--- src/hw/rtl/smlc_pkg.sv ---
package smlc_pkg;

  // Window depth default and field widths
  localparam int MAX_PATTERN_DEF = 16;
  localparam int BYTE_W          = 8;
  localparam int TAG_W           = 8;
  localparam int LINE_W          = 24;
  localparam int COL_W           = 16;
  localparam int LEN_W           = 5;
  localparam int CFG_DATA_W      = 64;
  localparam int CFG_INDEX_W     = 2;
  localparam int PAT_BYTES       = 16;

  localparam logic [BYTE_W-1:0] NEWLINE_BYTE = 8'h0A;
  localparam logic [LINE_W-1:0] LINE_MAX     = 24'hFFFFFF;
  localparam logic [COL_W-1:0]  COL_MAX      = 16'hFFFF;

  // Match queue between front and back
  localparam int QUEUE_DEPTH = 4;
  localparam int QPTR_W      = $clog2(QUEUE_DEPTH);
  localparam int QCNT_W      = $clog2(QUEUE_DEPTH + 1);

  // Register indexes
  typedef enum logic [CFG_INDEX_W-1:0] {
    REG_PATTERN_LENGTH = 2'd0,
    REG_PATTERN_LOW    = 2'd1,
    REG_PATTERN_HIGH   = 2'd2
  } reg_index_t;

  // One match record
  typedef struct packed {
    logic [TAG_W-1:0]  file;
    logic [LINE_W-1:0] line;
    logic [COL_W-1:0]  column;
  } match_t;

endpackage

--- src/hw/rtl/smlc_front.sv ---
module smlc_front #(
  parameter int MAX_PATTERN = smlc_pkg::MAX_PATTERN_DEF
) (
  input  logic                               clk,
  input  logic                               rst,
  input  logic                               cfg_write,
  input  logic [smlc_pkg::CFG_INDEX_W-1:0]   cfg_index,
  input  logic [smlc_pkg::CFG_DATA_W-1:0]    cfg_data,
  input  logic                               accept,
  input  logic [smlc_pkg::BYTE_W-1:0]        data_byte,
  input  logic                               file_start,
  input  logic [smlc_pkg::TAG_W-1:0]         file_tag,
  output logic                               hit,
  output smlc_pkg::match_t                   hit_word
);

  localparam int FILL_W = $clog2(MAX_PATTERN + 1);
  localparam logic [smlc_pkg::LEN_W-1:0] LEN_CAP = smlc_pkg::LEN_W'(MAX_PATTERN);

  // Configuration registers
  logic [smlc_pkg::LEN_W-1:0]        pattern_length;
  logic [2*smlc_pkg::CFG_DATA_W-1:0] pattern_bytes;

  always_ff @(posedge clk) begin
    if (rst) begin
      pattern_length <= smlc_pkg::LEN_W'(1);
      pattern_bytes  <= '0;
    end else if (cfg_write) begin
      unique case (cfg_index)
        smlc_pkg::REG_PATTERN_LENGTH:
          pattern_length <= cfg_data[smlc_pkg::LEN_W-1:0];
        smlc_pkg::REG_PATTERN_LOW:
          pattern_bytes[smlc_pkg::CFG_DATA_W-1:0] <= cfg_data;
        smlc_pkg::REG_PATTERN_HIGH:
          pattern_bytes[2*smlc_pkg::CFG_DATA_W-1:smlc_pkg::CFG_DATA_W] <= cfg_data;
        default: ;
      endcase
    end
  end

  // Position and window state
  logic [smlc_pkg::LINE_W-1:0] cur_line;
  logic [smlc_pkg::COL_W-1:0]  cur_col;
  logic [FILL_W-1:0]           fill;
  logic [smlc_pkg::BYTE_W-1:0] win_byte [MAX_PATTERN];
  logic [smlc_pkg::LINE_W-1:0] win_line [MAX_PATTERN];
  logic [smlc_pkg::COL_W-1:0]  win_col  [MAX_PATTERN];

  logic [smlc_pkg::LINE_W-1:0] base_line, line_next;
  logic [smlc_pkg::COL_W-1:0]  base_col, col_next;
  logic [FILL_W-1:0]           base_fill, fill_next;

  // Line and column of the incoming byte; file start restarts counting
  always_comb begin
    base_line = file_start ? smlc_pkg::LINE_W'(1) : cur_line;
    base_col  = file_start ? '0 : cur_col;
    base_fill = file_start ? '0 : fill;
    line_next = base_line;
    col_next  = base_col;
    if (data_byte == smlc_pkg::NEWLINE_BYTE) begin
      if (base_line != smlc_pkg::LINE_MAX) line_next = base_line + 1'b1;
      col_next = '0;
    end else if (base_col != smlc_pkg::COL_MAX) begin
      col_next = base_col + 1'b1;
    end
    fill_next = (base_fill == FILL_W'(MAX_PATTERN)) ? base_fill : base_fill + 1'b1;
  end

  // Window after this byte: entry 0 is the newest
  logic [smlc_pkg::BYTE_W-1:0] nb [MAX_PATTERN];
  logic [smlc_pkg::LINE_W-1:0] nl [MAX_PATTERN];
  logic [smlc_pkg::COL_W-1:0]  nc [MAX_PATTERN];

  always_comb begin
    nb[0] = data_byte;
    nl[0] = line_next;
    nc[0] = col_next;
    for (int j = 1; j < MAX_PATTERN; j++) begin
      nb[j] = win_byte[j-1];
      nl[j] = win_line[j-1];
      nc[j] = win_col[j-1];
    end
  end

  always_ff @(posedge clk) begin
    if (rst) begin
      cur_line <= smlc_pkg::LINE_W'(1);
      cur_col  <= '0;
      fill     <= '0;
    end else if (accept) begin
      cur_line <= line_next;
      cur_col  <= col_next;
      fill     <= fill_next;
    end
  end

  always_ff @(posedge clk) begin
    if (accept) begin
      for (int j = 0; j < MAX_PATTERN; j++) begin
        win_byte[j] <= nb[j];
        win_line[j] <= nl[j];
        win_col[j]  <= nc[j];
      end
    end
  end

  // Parallel compare: window entry j against pattern byte len-1-j
  logic [smlc_pkg::LEN_W-1:0]  len_eff;
  logic                        miss;
  logic [smlc_pkg::LINE_W-1:0] first_line;
  logic [smlc_pkg::COL_W-1:0]  first_col;

  always_comb begin
    logic [smlc_pkg::LEN_W-1:0]  pidx;
    logic [smlc_pkg::BYTE_W-1:0] pbyte;
    len_eff    = (pattern_length > LEN_CAP) ? LEN_CAP : pattern_length;
    miss       = 1'b0;
    first_line = nl[0];
    first_col  = nc[0];
    for (int j = 0; j < MAX_PATTERN; j++) begin
      pidx  = len_eff - smlc_pkg::LEN_W'(j) - smlc_pkg::LEN_W'(1);
      pbyte = pattern_bytes[pidx[3:0]*smlc_pkg::BYTE_W +: smlc_pkg::BYTE_W];
      if (smlc_pkg::LEN_W'(j) < len_eff && nb[j] != pbyte) miss = 1'b1;
      if (smlc_pkg::LEN_W'(j + 1) == len_eff) begin
        first_line = nl[j];
        first_col  = nc[j];
      end
    end
  end

  assign hit = accept && (len_eff != '0) && !miss &&
               (smlc_pkg::LEN_W'(fill_next) >= len_eff);
  assign hit_word.file   = file_tag;
  assign hit_word.line   = first_line;
  assign hit_word.column = first_col;

endmodule

--- src/hw/rtl/smlc_queue.sv ---
module smlc_queue (
  input  logic                    clk,
  input  logic                    rst,
  input  logic                    push,
  input  smlc_pkg::match_t        push_word,
  output logic                    full,
  output logic                    out_valid,
  input  logic                    out_ready,
  output smlc_pkg::match_t        out_word
);

  // Match storage
  smlc_pkg::match_t mem [smlc_pkg::QUEUE_DEPTH];

  logic [smlc_pkg::QPTR_W-1:0] wr_ptr, rd_ptr;
  logic [smlc_pkg::QCNT_W-1:0] count;
  logic                        pop;

  assign full = (count == smlc_pkg::QCNT_W'(smlc_pkg::QUEUE_DEPTH));
  // Move the head into the output register whenever it is free or being taken
  assign pop  = (count != '0) && (!out_valid || out_ready);

  always_ff @(posedge clk) begin
    if (push) mem[wr_ptr] <= push_word;
  end

  always_ff @(posedge clk) begin
    if (rst) begin
      wr_ptr <= '0;
      rd_ptr <= '0;
      count  <= '0;
    end else begin
      if (push) wr_ptr <= wr_ptr + 1'b1;
      if (pop)  rd_ptr <= rd_ptr + 1'b1;
      if (push && !pop)      count <= count + 1'b1;
      else if (pop && !push) count <= count - 1'b1;
    end
  end

  // Output register
  always_ff @(posedge clk) begin
    if (rst) begin
      out_valid <= 1'b0;
    end else if (pop) begin
      out_valid <= 1'b1;
    end else if (out_ready) begin
      out_valid <= 1'b0;
    end
  end

  always_ff @(posedge clk) begin
    if (pop) out_word <= mem[rd_ptr];
  end

endmodule

--- src/hw/rtl/substring_match_line_column.sv ---
// Channel  | Handshake             | Word
// ---------+-----------------------+----------------------------------------
// input    | in_valid / in_ready   | data_byte, file_start, file_tag
// output   | out_valid / out_ready | match_file, match_line, match_column
// config   | cfg_write             | cfg_index, cfg_data (no wait)
//
// One byte per cycle while the queue is not full: the window shift and the
// full pattern compare finish in the cycle the byte is taken. A match word
// reaches the output through a 4-entry queue and an output register.
// in_ready drops only while the queue is full. rst is synchronous and
// returns line 1, column 0, an empty window and a pattern length of 1.
module substring_match_line_column #(
  parameter int MAX_PATTERN = smlc_pkg::MAX_PATTERN_DEF
) (
  input  logic                             clk,
  input  logic                             rst,
  input  logic                             cfg_write,
  input  logic [smlc_pkg::CFG_INDEX_W-1:0] cfg_index,
  input  logic [smlc_pkg::CFG_DATA_W-1:0]  cfg_data,
  input  logic                             in_valid,
  output logic                             in_ready,
  input  logic [smlc_pkg::BYTE_W-1:0]      data_byte,
  input  logic                             file_start,
  input  logic [smlc_pkg::TAG_W-1:0]       file_tag,
  output logic                             out_valid,
  input  logic                             out_ready,
  output logic [smlc_pkg::TAG_W-1:0]       match_file,
  output logic [smlc_pkg::LINE_W-1:0]      match_line,
  output logic [smlc_pkg::COL_W-1:0]       match_column
);

  logic             accept;
  logic             hit;
  logic             full;
  smlc_pkg::match_t hit_word;
  smlc_pkg::match_t out_word;

  assign in_ready = !full;
  assign accept   = in_valid && in_ready;

  // Front: position tracking, window and compare
  smlc_front #(
    .MAX_PATTERN(MAX_PATTERN)
  ) u_front (
    .clk        (clk),
    .rst        (rst),
    .cfg_write  (cfg_write),
    .cfg_index  (cfg_index),
    .cfg_data   (cfg_data),
    .accept     (accept),
    .data_byte  (data_byte),
    .file_start (file_start),
    .file_tag   (file_tag),
    .hit        (hit),
    .hit_word   (hit_word)
  );

  // Back: match queue and output register
  smlc_queue u_queue (
    .clk       (clk),
    .rst       (rst),
    .push      (hit),
    .push_word (hit_word),
    .full      (full),
    .out_valid (out_valid),
    .out_ready (out_ready),
    .out_word  (out_word)
  );

  assign match_file   = out_word.file;
  assign match_line   = out_word.line;
  assign match_column = out_word.column;

endmodule

--- config.mk ---
export PLATFORM = sky130hd
export DESIGN_NAME = substring_match_line_column
export DESIGN_NICKNAME = d
export VERILOG_FILES = /design/src/hw/rtl/smlc_pkg.sv /design/src/hw/rtl/smlc_front.sv /design/src/hw/rtl/smlc_queue.sv /design/src/hw/rtl/substring_match_line_column.sv
export SDC_FILE = /design/constraint.sdc
export NUM_CORES = 2
export LEC_CHECK = 0
export BUFFER_PORTS_ARGS = -buffer_cell sky130_fd_sc_hd__buf_4
export CAP_MARGIN = 10
export CORE_ASPECT_RATIO = 1.2
export CORE_MARGIN = 2
export CORE_UTILIZATION = 25
export DETAILED_ROUTE_END_ITERATION = 8
export PLACE_DENSITY_LB_ADDON = 0.08
export SKIP_CTS_REPAIR_TIMING = 1
export SYNTH_ARGS = -nofsm -noshare
export SYNTH_HDL_FRONTEND = slang
export SYNTH_HIERARCHICAL = 1
export SYNTH_SLANG_ARGS = --single-unit
--- constraint.sdc ---
create_clock -name clk -period 68.5 [get_ports clk]
set_input_delay 13.7 -clock clk [delete_from_list [all_inputs] [get_ports clk]]
set_output_delay 13.7 -clock clk [all_outputs]
set_load 0.005 [all_outputs]
==> results.toml <==
[finish]
drive_gt1_share_pct = 16.2
final_util_pct = 29.5
synthToLayoutAreaGrowth_pct = 17.4
layout.nets = 4364
final_area_um2 = 62300

[floorplan]
num_io_pins = 138
start_util_pct = 25.1
die_x_um = 424
rows = 185
die-area_um2 = 216000
die_height_um = 509
core_region_area_um2 = 211000

[sta]
finalHoldViolations = 0
rsz0062_at_grt = "no"
finalSetupViolations = 0
tns_ns = 0
min_period_ns = 19.11
fmax_mhz = 52.3
finClkSkew_ns = 0.0568
slew_headroom_pct = 19.7
tightest_slew_ns = 1.20
period_share_pct = 27.9
slew_viol_final = 0

[power_and_ir_drop]
p_leak_uw = 0.0212
seqPwrFrac_pct = 48.5
swShare_pct = 28.2
combPwrFrac_pct = 13.8
powerDensity_nw_per_um2 = 32.0
switching_power_uw = 562
pwr-share-clk_pct = 37.7
intPower_uw = 1430
ir_worst_vdd_mv = 0.0261

[grt]
track_usage_pct = 19.8
antenna_found_initial = 3
grt-ovfl-total = 0
grt_pass1_vias = 36500
grt_pass1_wl_mm = 301
grt_max_degree = 76

[worst_hold_path]
min_path_cells = 0
hold_start = "u_front/win_col[1][78]"
min_to = "u_front/win_col[1][94]"
min-delay-path-class = "reg -> reg"

[critical_path]
regToRegStartpoint = "u_front/pattern_length[4]"
worst_r2r_path_depth = 18
end_kind = "register"
critPathKind = "in -> reg"
arrival_ns = 19.71
critPathMaxFanout = 75
worst_setup_path_start_kind = "input port"
r2r_end = "u_queue/mem[0][16]"
worst_ep_required_time_ns = 69.11
r2r_slack_ns = 58.90

[detailed_routing]
ant_nets = 0
first_iter_violations = 2963
drt_pre_antenna_iters = 7
wl_met1_mm = 87.7
routed.top_layer = "met4"
drc = 0
wl_per_cell_um = 30.2
vias = 36300
wl_mm = 217
via_per_inst = 5.05
wl_met3_mm = 8.06
wl_met2_mm = 110

[synthesis]
yosysWarnings = 6
ys_ff_latch = 1146
synth_area_um2 = 53000
synthMostInstantiatedCell = "edfxtp_1"
synthCells = 4113
yosysSeqAreaShare_pct = 61.4
ys_types = 88
synth_edf_count = 960
syn_avg_cell_area_um2 = 12.9
ys_async_sr_fraction_pct = 0
synth_commonest_cells = "edfxtp_1, nand2_1, mux2i_1"
synth_ff_type = "edfxtp_1"
synth_fp_nets = 4223
synth_area_leaders = "edfxtp_1, dfxtp_1, mux2i_1"
yosysTopAreaCell = "edfxtp_1"
yosys.area.top_type_share_pct = 54.4

[clock_network]
clkTransAtPathRegs_ns = 0.06
cts_root_buffer = "clkbuf_16"
cts_buffer_depth = 3
clkSinkCount = 1146
clock_latency_ns = 0.81
cts_buffers = 137
htree_num_levels = 4
cts_tree = "done"

[placement]
placed_area_um2 = 57600
dp_hpwl_mm = 150
place.port_buffers = 137
globalplace.congestion = 0.853

[job]
maxCapViolCount = 0

[run_status]
status = "completed"
[per-stage QoR]
stage / hold slack (ns) / setup WS, ns / total power [uW] / std cells
5_1_grt: 0.409 / 48.96 / 2080 / 7173
3_5_place_dp: 0.424 / 48.47 / 1260 / 6917
3_3_place_gp: 0.422 / 48.50 / 1260 / 6917
6_report: 0.401 / 49.39 / 1990 / 7174
2_1_floorplan: 0.417 / 20.38 / 1210 / 4113
4_1_cts: 0.399 / 49.31 / 2030 / 7169
[power groups by stage]
stage	Combinational [uW]	Sequential [uW]	Clock [uW]
2_1_floorplan	166	1050	0
3_3_place_gp	282	981	0
3_5_place_dp	282	982	0
4_1_cts	282	968	776
5_1_grt	295	978	802
6_report	275	967	751
[registers in the layout, summed over array words and instances, names as in the netlist]
signal / cells
u_queue/wr_ptr: 2
u_front/win_byte: 120
u_queue/out_word: 48
u_front/fill: 5
u_front/win_line: 360
u_front/win_col: 240
u_front/cur_col: 16
u_front/cur_line: 24
u_front/pattern_bytes: 128
u_queue/count: 3
u_front/pattern_length: 5
u_queue/mem: 192
u_queue/out_valid: 1
u_queue/rd_ptr: 2
[layer usage]
metal	GRT usage, %	up-vias
met5	0	-
li1	-	16200
met4	9.07	0
met2	34.8	1002
met3	2.77	314
met1	23.8	18800
[worst max-delay path: stages]
cell     delay, ns
buf_4         0.08
nor2b_4       0.30
buf_4         0.65
buf_4         0.77
buf_4         0.85
buf_4         0.92
buf_4         0.88
buf_4         0.91
mux2i_1       0.26
nor2_1        0.05
[layout make-up]
cell class              instances  area, um2
fillers                     21500     149000
flip-flops and latches       1146      32600
multi-input cells            2652      19300
clock buffers                 181       3700
well taps                    2805       3510
repair buffers                282       2150
clock inverters                71        920
inverters                      35        131
diodes                          2       5.00
[worst max path at each step]
stage	from	endpoint	slack [ns]	cells after the start
final	in_valid	u_front/cur_line[11]	49.39	10
after global routing	in_valid	u_front/cur_line[11]	48.96	10
after CTS	in_valid	u_front/cur_line[11]	49.31	10
after detailed placement	in_valid	u_front/cur_line[20]	48.47	10
after global placement	in_valid	u_front/cur_line[20]	48.50	10
after floorplan	in_valid	u_queue/mem[0][0]	20.38	7
[kinds of logic (layout without fill, tap and decap cells)]
kind of cell | Yosys count | in the layout | synth area share (%)
compound gates | 906 | 906 | 11.2
xor+xnor | 173 | 173 | 2.93
fa+ha+maj | 23 | 23 | 0.552
buf+inv | 315 | 569 | 2.66
flops | 1146 | 1146 | 61.4
mux | 472 | 472 | 12.2
other cells | 0 | 2 | 0
simple gates | 1078 | 1078 | 9.11
[layout by cell type, fill, tap and decap left out, types with 37 or more instances in the layout]
master     Yosys  layout
a221oi_1      44      44
xnor2_1      103     101
xor2_1        65      64
a31oi_1       37      37
nor3_1        78      73
a22oi_1       56      56
nand3_1       66      62
clkbuf_16      0     139
edfxtp_1     960     960
a21oi_1      296     296
a211oi_1      62      62
mux2i_1      318     316
buf_4         15     276
o21ai_0      111     111
mux4_2       137     137
nor2_1       242     231
dfxtp_1      186     181
o221ai_1      53      53
nand2_1      490     487
o22ai_1       88      88
(Power assumes the default switching activity.)
